==> config.mk <==
export PLATFORM = sky130hd
export DESIGN_NAME = mec_ctrl
export DESIGN_NICKNAME = d
export VERILOG_FILES = /design/src/hw/rtl/mec_pkg.sv /design/src/hw/rtl/mec_ctrl.sv
export SDC_FILE = /design/constraint.sdc
export NUM_CORES = 1
export LEC_CHECK = 0
export BUFFER_PORTS_ARGS = -buffer_cell sky130_fd_sc_hd__buf_2
export CAP_MARGIN = 40
export CELL_PAD_IN_SITES_DETAIL_PLACEMENT = 1
export CELL_PAD_IN_SITES_GLOBAL_PLACEMENT = 1
export CORE_AREA = 2 2 39 41
export CTS_BUF_LIST = sky130_fd_sc_hd__clkbuf_2 sky130_fd_sc_hd__clkbuf_4 sky130_fd_sc_hd__clkbuf_8
export CTS_CLUSTER_SIZE = 16
export DETAILED_ROUTE_END_ITERATION = 8
export DIE_AREA = 0 0 41 43
export PLACE_DENSITY = 0.69
export SYNTH_ARGS = -nofsm -noshare
export SYNTH_HDL_FRONTEND = slang
export SYNTH_SLANG_ARGS = --single-unit
export TNS_END_PERCENT = 30
==> constraint.sdc <==
create_clock -name i_clk -period 2.5 [get_ports i_clk]
set_input_delay 0.25 -clock i_clk [delete_from_list [all_inputs] [get_ports i_clk]]
set_output_delay 0.25 -clock i_clk [all_outputs]
set_load 0.005 [all_outputs]
==> src/hw/rtl/mec_pkg.sv <==
// Shared types and constants for the Mandelbrot escape-time pixel colorer.
// Used by the controller, the datapath, the divider and the top level.
// No dependencies.
`timescale 1ns / 1ps

package mec_pkg;

    // Fixed field widths
    localparam int INT_BITS   = 4;    // integer bits of the fixed-point word
    localparam int CFG_BITS   = 32;   // register data width
    localparam int STEP_BITS  = 31;   // pixel step register width
    localparam int ITER_BITS  = 16;   // iteration count width
    localparam int COLOR_BITS = 24;   // packed RGB width
    localparam int CHAN_BITS  = 8;    // one color channel
    localparam int CALC_BITS  = 64;   // width of the coordinate sums
    localparam int ADDR_BITS  = 4;    // APB byte address width

    // Constants of the coloring and the escape test
    localparam int unsigned           ESCAPE_RADIUS_SQ = 4;
    localparam logic [CHAN_BITS-1:0]  CHANNEL_MAX      = 8'hFF;

    // Register reset values
    localparam logic [CFG_BITS-1:0]   X_MIN_RESET      = 32'hE000_0000;
    localparam logic [CFG_BITS-1:0]   Y_MAX_RESET      = 32'h1000_0000;
    localparam logic [STEP_BITS-1:0]  STEP_RESET       = 31'd805306;
    localparam logic [ITER_BITS-1:0]  ITER_RESET       = 16'd5000;

    // Commands from the controller to the datapath
    typedef struct packed {
        logic capture;   // take row/col, form the coordinate products
        logic coord;     // form c, load z = c, count = 1
        logic mul;       // register the partial products of the three lanes
        logic add;       // combine partial products into full products
        logic step;      // z = z^2 + c, count + 1
        logic finish;    // latch inside flag, start the color divide on escape
        logic load_out;  // load the result register
    } t_dp_cmd;

    // Status from the datapath to the controller
    typedef struct packed {
        logic escape;    // |z|^2 > 4 for the current z
        logic at_limit;  // count has reached the iteration limit
        logic div_done;  // color divide finishes this cycle
    } t_dp_sts;

endpackage

==> src/hw/rtl/mec_ctrl.sv <==
// Controller: sequences capture, the multiply/combine/test iteration loop,
// the color divide and the result handoff. Depends on mec_pkg.
`timescale 1ns / 1ps

module mec_ctrl import mec_pkg::*; (
    input  logic    i_clk,
    input  logic    i_rst_n,
    input  logic    i_valid,
    output logic    o_ready,
    output logic    o_valid,
    input  logic    i_ready,
    output t_dp_cmd o_cmd,
    input  t_dp_sts i_sts
);

    typedef enum logic [2:0] {
        S_IDLE,
        S_COORD,
        S_MUL,
        S_ADD,
        S_TEST,
        S_DIV,
        S_DONE
    } t_state;

    t_state r_state;
    t_state n_state;
    logic   r_out_valid;
    logic   n_out_valid;

    always_comb begin
        n_state     = r_state;
        n_out_valid = r_out_valid;
        o_cmd       = '0;
        if (r_out_valid && i_ready) begin
            n_out_valid = 1'b0;
        end
        case (r_state)
            S_IDLE: begin
                if (i_valid) begin
                    o_cmd.capture = 1'b1;
                    n_state       = S_COORD;
                end
            end
            S_COORD: begin
                o_cmd.coord = 1'b1;
                n_state     = S_MUL;
            end
            S_MUL: begin
                o_cmd.mul = 1'b1;
                n_state   = S_ADD;
            end
            S_ADD: begin
                o_cmd.add = 1'b1;
                n_state   = S_TEST;
            end
            S_TEST: begin
                if (i_sts.escape || i_sts.at_limit) begin
                    o_cmd.finish = 1'b1;
                    n_state      = i_sts.escape ? S_DIV : S_DONE;
                end else begin
                    o_cmd.step = 1'b1;
                    n_state    = S_MUL;
                end
            end
            S_DIV: begin
                if (i_sts.div_done) begin
                    n_state = S_DONE;
                end
            end
            S_DONE: begin
                // hold until the result register is free or drains this cycle
                if (!r_out_valid || i_ready) begin
                    o_cmd.load_out = 1'b1;
                    n_out_valid    = 1'b1;
                    n_state        = S_IDLE;
                end
            end
            default: begin
                n_state = S_IDLE;
            end
        endcase
    end

    always_ff @(posedge i_clk) begin
        if (!i_rst_n) begin
            r_state     <= S_IDLE;
            r_out_valid <= 1'b0;
        end else begin
            r_state     <= n_state;
            r_out_valid <= n_out_valid;
        end
    end

    assign o_ready = (r_state == S_IDLE);
    assign o_valid = r_out_valid;

endmodule

==> impl_metrics.csv, run 1 <==
group,metric,value,unit
timing,slew_headroom,69.9,%
layout,layout.nets,62,
grt,grt_pass1_vias,323,
grt,overflow,0,
floorplanning,initial_core_util,23.5,%
floorplanning,dieHeight,43,µm
routing,dr_total_vias,318,
grt,use_met2,17.8,%
power,pwr-share-seq,39.8,%
worst_setup_path,slowest_delay,0.59,ns
grt,antenna_found_initial,0,
worst_setup_path,worstSetupEndpointType,"primary output",
timing,finalMaxSlewViolations,0,
power,clockPowerShare,36.6,%
routing,drtIter0Drc,7,
cts,cts_buffers,3,
floorplanning,num_io_pins,16,
power,leakagePower,0.000227,µW
power,switching_power,63.2,µW
timing,period_minus_slack,1.49,ns
logic_synthesis,async_reset_ff_share,0,%
logic_synthesis,syn-num-nets,45,
power,p_comb_share,23.6,%
worst_setup_path,worstReg2RegStart,"r_state[1]$_SDFFE_PN0P_",
place,dp_hpwl,617,µm
layout,final_common_cell,"buf_2",
worst_setup_path,crit_family,"flip-flops",
layout,layout_common_cells,"buf_2 (15), nor2_1 (5), dfxtp_1 (4)",
power,peakVddDrop,123,µV
run_status,status,"complete, no violations",
layout,multiInputGateArea,221,µm²
grt,grtUsageTotal,11.6,%
grt,grtUsageMet3,1.57,%
grt,gr-max-usage-layer,"met2",
timing,setup_violations,0,
worst_setup_path,reg2reg_slack,1.37,ns
logic_synthesis,synth_top_area_share,24.6,%
routing,drtPass1Iterations,4,
floorplanning,rows,14,
timing,grt_setup_unrepaired,"no",
timing,worstMarginPinSlew,0.451,ns
timing,layout_worst_path_cycle_share,59.5,%
logic_synthesis,ys_seq_elements,4,
cts,cts.sinks,4,
worst_setup_path,path_class,"reg2out",
power,sw_frac_of_total,29.3,%
cts,cts_resized,0,
logic_synthesis,syn_inst,38,
min_path,hold_path_end,"r_state[1]$_SDFFE_PN0P_",
logic_synthesis,ys_warn_count,0,
routing,drc,0,
routing,vias_per_cell,4.61,
logic_synthesis,synth_cell_types,25,
cts,cts-root-buf,"clkbuf_4",
worst_setup_path,cp_data_arrival_time,1.24,ns
worst_setup_path,cp.required,2.25,ns
routing,wire_per_inst,11.6,µm
floorplanning,die_w,41,µm
cts,clk_path_buf_depth,2,
layout,syn_to_final_growth,28.8,%
place,gp_congestion,0.724,
cts,h-tree-depth,1,
worst_setup_path,critPathMaxFanout,11,
logic_synthesis,synth_area_leaders,"dfxtp_1 (25%), o211ai_2 (7.7%), nand3b_4 (6.2%)",
timing,holdWs,0.327,ns
worst_setup_path,r2r-end,"r_state[2]$_SDFFE_PN0P_",
logic_synthesis,seq_area_frac_synth,24.6,%
min_path,min_path_cells,3,
grt,grt_max_degree,13,
routing,antenna_left,0,
logic_synthesis,synth_top_cell_by_area,"dfxtp_1",
min_path,min_path_type,"in2reg",
floorplanning,core_area,1380,µm²
job,cap_violations,0,
place,port_buffers,15,
logic_synthesis,synth_enable_flop_cells,0,
timing,clock.fmax,0.672,GHz
worst_setup_path,cp_num_buf_inv,1,
floorplanning,die-area,1760,µm²
layout,ff_latch_area,80.1,µm²
timing,fin_worst_skew,0.00390,ns
min_path,hold_start,"i_rst_n",
worst_setup_path,rr_worst_depth,3,
power,internal-power,153,µW
power,powerDensity,515,nW/µm²
layout,n_fill_cell,178,
logic_synthesis,synthFlopType,"dfxtp_1",
worst_setup_path,cp_cell_sequence,"nand2_1, nor3_1, buf_2",
layout,antennaDiodeCount,0,
worst_setup_path,cp_slowest_cell,"dfxtp_1",
cts,cts_hold_buf,0,
logic_synthesis,syn_area_per_cell,8.56,µm²
cts,clk_latency,0.23,ns
grt,use_met1,13.1,%
timing,hold_viol_final,0,
cts,clk_pin_slew,0.04,ns
grt,grt_pass1_wl,1370,µm
worst_setup_path,start_kind,"flop",
layout,drive_gt1_share,45.3,%
timing,setup_tns,0,ns
routing,totalWireLength,798,µm
cts,cts_tree,"built",
cts,post_cts.repair.setup_buffers,0,
logic_synthesis,syn_area,325,µm²
power groups by stage:
| stage | sequential [µW] | clock, µW | combinational [µW] |
|---|---|---|---|
| after floorplan | 72.6 | 0 | 47.0 |
| after global placement | 86.5 | 0 | 49.5 |
| after detailed placement | 87.1 | 0 | 51.5 |
| after CTS | 85.9 | 83.9 | 51.8 |
| after global routing | 88.7 | 87.3 | 57.8 |
| final | 86.0 | 78.9 | 50.9 |
worst reg2reg max path: stages (launching register included):
cell and delay (ns):
dfxtp_1 0.58, and2b_4 0.26, nand3b_1 0.09, o211ai_2 0.08
registers in the layout, indices dropped and copies added (netlist names):
| register | count |
|---|---|
| o_valid | 1 |
| r_state | 3 |
layout make-up:
cell class                 instances  share of cell area (%)
multi-input combinational         31                    52.8
sequential                         4                    19.1
timing repair buffer              15                    17.9
clock buffer                       3                    5.37
tap                               16                    4.78
synth_stat cells, drive strengths merged, types with 2 or more instances:
| cell | instances |
|---|---|
| nor2b | 2 |
| buf | 3 |
| o211ai | 2 |
| nor3 | 2 |
| and2 | 2 |
| nor2 | 5 |
| nand3b | 3 |
| nand2 | 3 |
| dfxtp | 4 |
| a21boi | 2 |
how the worst max path moves through the flow:
stage / from / end / slack, ns / cells past startpoint
after detailed placement: r_state[2]$_SDFFE_PN0P_ / o_cmd[2] / 1.23 / 3
after CTS: r_state[2]$_SDFFE_PN0P_ / o_cmd[2] / 0.97 / 3
after global routing: r_state[2]$_SDFFE_PN0P_ / o_cmd[2] / 0.85 / 3
after floorplan: r_state[0]$_SDFFE_PN0P_ / o_cmd[2] / 1.46 / 4
final: r_state[2]$_SDFFE_PN0P_ / o_cmd[2] / 1.01 / 3
after global placement: r_state[2]$_SDFFE_PN0P_ / o_cmd[2] / 1.28 / 3
per-layer routing:
layer  vias to the layer above  share of wire (%)
met2                         8                 50
met3                         0                4.8
li1                        162                  -
met1                       148                 45
met5                         -                  0
met4                         0                  0
cell families after synthesis:
| kind of cell | count (synthesis) | synth area share (%) |
|---|---|---|
| simple gates | 22 | 43.8 |
| xor+xnor | 1 | 2.69 |
| flops | 4 | 24.6 |
| compound gates | 8 | 21.5 |
| buf+inv | 3 | 7.31 |
per-stage QoR:
| step | instances | power (µW) | cell area [µm²] | worst slack, ns | util (%) |
|---|---|---|---|---|---|
| 6_report | 69 | 216 | 419 | 1.01 | 30.3 |
| 5_1_grt | 69 | 234 | 419 | 0.852 | 30.3 |
| 4_1_cts | 69 | 222 | 419 | 0.970 | 30.3 |
| 3_5_place_dp | 66 | 139 | 397 | 1.23 | 28.7 |
| 3_3_place_gp | 66 | 136 | 397 | 1.28 | 28.7 |
| 2_1_floorplan | 38 | 120 | 325 | 1.46 | - |
No activity file was read; power rests on OpenSTA's default activity.
==> run 2, diff against run 1 <==
--- a/config.mk
+++ b/config.mk
@@ -5,6 +5,7 @@
 export SDC_FILE = /design/constraint.sdc
 export NUM_CORES = 1
 export LEC_CHECK = 0
+export ABC_AREA = 1
 export BUFFER_PORTS_ARGS = -buffer_cell sky130_fd_sc_hd__buf_2
 export CAP_MARGIN = 40
 export CELL_PAD_IN_SITES_DETAIL_PLACEMENT = 1
@@ -14,7 +15,7 @@
 export CTS_CLUSTER_SIZE = 16
 export DETAILED_ROUTE_END_ITERATION = 8
 export DIE_AREA = 0 0 41 43
-export PLACE_DENSITY = 0.69
+export PLACE_DENSITY = 0.73
 export SYNTH_ARGS = -nofsm -noshare
 export SYNTH_HDL_FRONTEND = slang
 export SYNTH_SLANG_ARGS = --single-unit
==> constraint.sdc (replaced) <==
create_clock -name i_clk -period 1.4 [get_ports i_clk]
set_input_delay 0.14 -clock i_clk [delete_from_list [all_inputs] [get_ports i_clk]]
set_output_delay 0.14 -clock i_clk [all_outputs]
set_load 0.005 [all_outputs]
==> impl_metrics.csv, run 2 <==
group,metric,value,unit
timing,period_minus_slack,1.29,ns
logic_synthesis,synth_enable_flop_cells,0,
logic_synthesis,synthFlopType,"dfxtp_1",
timing,grt_setup_unrepaired,"no",
routing,drc,0,
worst_setup_path,cp_slowest_cell,"dfxtp_1",
place,gp_congestion,0.739,
cts,clk_path_buf_depth,2,
layout,drive_gt1_share,43.5,%
power,peakVddDrop,474,µV
grt,grt_pass1_vias,332,
logic_synthesis,syn_inst,53,
place,placed_cells,82,
routing,dr_total_vias,363,
routing,drtIter0Drc,2,
power,leakagePower,0.000254,µW
grt,overflow,0,
worst_setup_path,cp.required,1.26,ns
layout,largest_reg_flops,3,
layout,final_common_cell,"buf_2",
worst_setup_path,start_kind,"flop",
worst_setup_path,critPathMaxFanout,7,
timing,holdWs,0.155,ns
layout,layout_common_cells,"buf_2 (15), inv_1 (9), nor2_1 (9)",
worst_setup_path,cp_num_buf_inv,2,
timing,clock.fmax,0.775,GHz
worst_setup_path,path_class,"reg2out",
timing,layout_worst_path_cycle_share,92.1,%
logic_synthesis,syn_area,323,µm²
routing,totalWireLength,816,µm
timing,setup_tns,0,ns
layout,layoutNonFillerInstCount,85,
logic_synthesis,ys_warn_count,0,
timing,fin_worst_skew,0.00136,ns
layout,syn_to_final_growth,31.4,%
min_path,min_path_type,"in2reg",
grt,grtUsageTotal,11.5,%
cts,cts-root-buf,"clkbuf_4",
worst_setup_path,cp_data_arrival_time,1.15,ns
timing,setup_violations,0,
layout,largest-register,"r_state",
logic_synthesis,ys_seq_elements,4,
worst_setup_path,crit_family,"flip-flops",
timing,worstMarginPinSlew,0.257,ns
routing,wire_per_inst,9.60,µm
routing,vias_per_cell,4.27,
timing,finalMaxSlewViolations,0,
worst_setup_path,slowest_delay,0.37,ns
logic_synthesis,syn_area_per_cell,6.09,µm²
worst_setup_path,worstSetupEndpointType,"primary output",
power,powerDensity,1870,nW/µm²
job,cap_violations,0,
grt,grt_max_degree,10,
timing,hold_viol_final,0,
layout,layout.nets,78,
floorplanning,die-area,1760,µm²
logic_synthesis,async_reset_ff_share,0,%
floorplanning,die_w,41,µm
cts,cts.sinks,4,
logic_synthesis,synth_commonest_cells,"inv_1 (9), nor2_1 (9), nand2_1 (7), dfxtp_1 (4), nand3_1 (4)",
logic_synthesis,synth_top_cell_by_area,"dfxtp_1",
power,fin_total_pwr,794,µW
logic_synthesis,seq_area_frac_synth,24.8,%
logic_synthesis,synth_cell_types,18,
place,port_buffers,15,
timing,slew_headroom,82.8,%
cts,h-tree-depth,1,
cts,cts_tree,"built",
routing,drtPass1Iterations,3,
cts,clk_latency,0.24,ns
logic_synthesis,syn-num-nets,60,
grt,antenna_found_initial,0,
routing,antenna_left,0,
grt,grt_pass1_wl,1310,µm
run_status,status,"complete, no violations",
floorplanning,core_area,1380,µm²
floorplanning,initial_core_util,23.3,%
cts,cts_buffers,3,
worst_setup_path,cp_cell_sequence,"nor2_2, inv_2, nor4_1, buf_2",
floorplanning,rows,14,
place,dp_hpwl,679,µm
floorplanning,num_io_pins,16,
cts,post_cts.repair.setup_buffers,0,
layout,antennaDiodeCount,0,
logic_synthesis,synth_area_leaders,"dfxtp_1 (25%), inv_1 (10%), nor2_1 (10%)",
logic_synthesis,synth_top_area_share,24.8,%
floorplanning,dieHeight,43,µm
cts,clk_pin_slew,0.04,ns
[run 2: cells by family after synthesis]
logic type / count (synthesis) / share of synthesized area, %
flip-flops: 4 / 24.8
buffers and inverters: 14 / 19.8
AND/OR/NAND/NOR: 30 / 45.4
AO/OA/AOI/OAI: 5 / 10.1
[run 2: final timing paths]
path	startpoint	to	slack, ns	cells past startpoint
setup / recovery	r_state[0]$_SDFFE_PN0P_	o_cmd[2]	0.11	4
hold / removal	i_rst_n	o_valid$_SDFF_PN0_	0.15	2
hold reg to reg	r_state[1]$_SDFFE_PN0P_	r_state[1]$_SDFFE_PN0P_	0.59	4
setup reg to reg	r_state[0]$_SDFFE_PN0P_	r_state[1]$_SDFFE_PN0P_	0.30	7
[run 2: timing repair]
item / CTS / global route
hold buffers: 0 / 0
pin swaps: 0 / 1
setup endpoints to repair: 1 / 2
gates resized for setup: 1 / 1
[run 2: routing by layer]
| metal | GRT usage (%) | part of all wire [%] |
|---|---|---|
| met5 | 0 | 0 |
| met2 | 16.9 | 46 |
| met1 | 12.8 | 44 |
| met3 | 1.57 | 6.1 |
| met4 | 12.0 | 3.1 |
[run 2: layout make-up]
| class | count | area, µm² |
|---|---|---|
| flip-flops and latches | 4 | 82.6 |
| repair buffers | 15 | 75.1 |
| multi-input cells | 35 | 179 |
| well taps | 16 | 20.0 |
| inverters | 12 | 45.0 |
| clock buffers | 3 | 22.5 |
| fillers | 191 | 960 |
[run 2: metrics by stage]
stage	setup slack, ns	util [%]	area, µm²
2_1_floorplan	0.399	-	323
3_3_place_gp	0.218	28.8	399
3_5_place_dp	0.197	28.8	399
4_1_cts	0.0491	30.6	423
5_1_grt	0.00482	30.7	424
6_report	0.110	30.7	424
[run 2: where the power goes]
part	switching, µW	leakage, µW	internal (µW)
clock	51.2	0.0000138	96.2
sequential	83.1	0.0000337	158
combinational	232	0.000207	173
[run 2: worst reg2reg max path, stage by stage, from the launching register on]
cell and delay, ns:
dfxtp_1 0.45, inv_2 0.09, nor2_2 0.10, nand3_1 0.10
nand3_2 0.11, nand2_1 0.06, nand2_1 0.05, nor2_1 0.03
==> run 3, diff against run 2 <==
==> constraint.sdc (replaced) <==
create_clock -name i_clk -period 1.61 [get_ports i_clk]
set_input_delay 0.161 -clock i_clk [delete_from_list [all_inputs] [get_ports i_clk]]
set_output_delay 0.161 -clock i_clk [all_outputs]
set_load 0.005 [all_outputs]
==> impl_metrics.csv, run 3 (synthesized netlist as in run 2, its figures left out) <==
group,metric,value,unit
power,powerDensity,1590,nW/µm²
cts,h-tree-depth,1,
timing,fin_worst_skew,0.00190,ns
layout,layout.nets,78,
place,dp_slack,0.420,ns
worst_setup_path,critPathMaxFanout,9,
routing,wire_per_inst,8.79,µm
cts,cts_buffers,3,
power,sw_frac_of_total,45.2,%
power,clockPowerShare,17.5,%
cts,clk_pin_slew,0.03,ns
timing,worstMarginPinSlew,0.324,ns
timing,period_minus_slack,1.40,ns
worst_setup_path,start_kind,"flop",
run_status,status,"complete, no violations",
cts,clk_latency,0.23,ns
layout,largest_reg_flops,3,
worst_setup_path,worstSetupEndpointType,"primary output",
worst_setup_path,cp_num_buf_inv,2,
min_path,min_path_type,"in2reg",
timing,layout_worst_path_cycle_share,86.8,%
worst_setup_path,reg2reg_slack,0.42,ns
cts,cts_tree,"built",
min_path,hold_path_end,"o_valid$_SDFF_PN0_",
worst_setup_path,path_class,"reg2out",
routing,drc,0,
timing,slew_headroom,78.4,%
grt,grt_pass1_vias,342,
floorplanning,dieHeight,43,µm
worst_setup_path,cp_slowest_cell,"dfxtp_1",
cts,cts_resized,0,
place,gp_congestion,0.703,
cts,cts-root-buf,"clkbuf_4",
timing,setup_violations,0,
worst_setup_path,rr_worst_depth,7,
worst_setup_path,cp_cell_sequence,"inv_2, nor4_1, buf_2",
job,cap_violations,0,
worst_setup_path,cp.required,1.45,ns
cts,cts_hold_buf,0,
timing,grt_setup_unrepaired,"no",
power,fin_total_pwr,669,µW
layout,antennaDiodeCount,0,
layout,multiInputGateArea,179,µm²
routing,totalWireLength,747,µm
layout,largest-register,"r_state",
place,dp_hpwl,671,µm
floorplanning,die-area,1760,µm²
power,p_comb_share,52.0,%
layout,n_fill_cell,198,
worst_setup_path,slowest_delay,0.50,ns
worst_setup_path,r2r-end,"r_state[1]$_SDFFE_PN0P_",
floorplanning,initial_core_util,23.3,%
floorplanning,die_w,41,µm
grt,grtUsageTotal,10.1,%
power,internal-power,366,µW
cts,cts.sinks,4,
cts,clk_path_buf_depth,2,
grt,antenna_found_initial,0,
routing,drtPass1Iterations,1,
timing,clock.fmax,0.715,GHz
grt,grt_pass1_wl,1180,µm
power,peakVddDrop,422,µV
timing,finalMaxSlewViolations,0,
routing,vias_per_cell,4.32,
layout,ff_latch_area,80.1,µm²
floorplanning,core_area,1380,µm²
worst_setup_path,crit_family,"flip-flops",
min_path,hold_start,"i_rst_n",
layout,syn_to_final_growth,30.6,%
floorplanning,rows,14,
power,pwr-share-seq,30.5,%
routing,drtIter0Drc,0,
layout,drive_gt1_share,40.6,%
grt,grt_max_degree,10,
timing,setup_tns,0,ns
min_path,min_path_cells,2,
power,switching_power,303,µW
floorplanning,num_io_pins,16,
worst_setup_path,cp_data_arrival_time,1.24,ns
place,port_buffers,15,
worst_setup_path,worstReg2RegStart,"r_state[2]$_SDFFE_PN0P_",
layout,final_common_cell,"buf_2",
grt,overflow,0,
timing,fin_ws,0.212,ns
timing,hold_viol_final,0,
power,leakagePower,0.000253,µW
routing,antenna_left,0,
routing,dr_total_vias,367,
layout,layout_common_cells,"buf_2 (15), inv_1 (9), nor2_1 (9)",
cts,post_cts.repair.setup_buffers,0,
-- run 3: how the worst max path moves through the flow --
stage                            startpoint  depth (start not counted)                       to  slack, ns
finish              r_state[2]$_SDFFE_PN0P_                          3                 o_cmd[2]       0.21
detailed placement  r_state[2]$_SDFFE_PN0P_                          7  r_state[1]$_SDFFE_PN0P_       0.42
floorplan           r_state[2]$_SDFFE_PN0P_                          8  r_state[1]$_SDFFE_PN0P_       0.61
global route        r_state[2]$_SDFFE_PN0P_                          3                 o_cmd[2]       0.13
global placement    r_state[2]$_SDFFE_PN0P_                          7  r_state[2]$_SDFFE_PN0P_       0.45
CTS                 r_state[2]$_SDFFE_PN0P_                          3                 o_cmd[2]       0.20
-- run 3: layout make-up --
class                   instances  share of cell area (%)
inverters                      12                    10.7
clock buffers                   3                    5.34
well taps                      16                    4.75
flip-flops and latches          4                    19.0
repair buffers                 15                    17.8
multi-input cells              35                    42.4
-- run 3: through the flow --
step / std cells / util (%) / instance area, µm² / hold WS [ns]
6_report: 85 / 30.5 / 422 / 0.192
5_1_grt: 85 / 30.5 / 422 / 0.206
4_1_cts: 85 / 30.5 / 422 / 0.191
3_5_place_dp: 82 / 28.8 / 399 / 0.432
3_3_place_gp: 82 / 28.8 / 399 / 0.427
2_1_floorplan: 53 / - / 323 / 0.279
-- run 3: power by group through the flow --
| stage | Clock (µW) | Sequential, µW | Combinational [µW] |
|---|---|---|---|
| after global routing | 132 | 215 | 405 |
| after global placement | 0 | 204 | 353 |
| after floorplan | 0 | 158 | 316 |
| after CTS | 125 | 205 | 358 |
| final | 117 | 204 | 348 |
| after detailed placement | 0 | 206 | 357 |
-- run 3: layer usage --
layer	part of all wire, %	vias to the layer above	global-route usage [%]
met3	7.8	2	1.57
met2	52	10	17.5
met1	39	157	8.65
met5	0	-	0
met4	1.1	0	10.0
li1	-	198	-
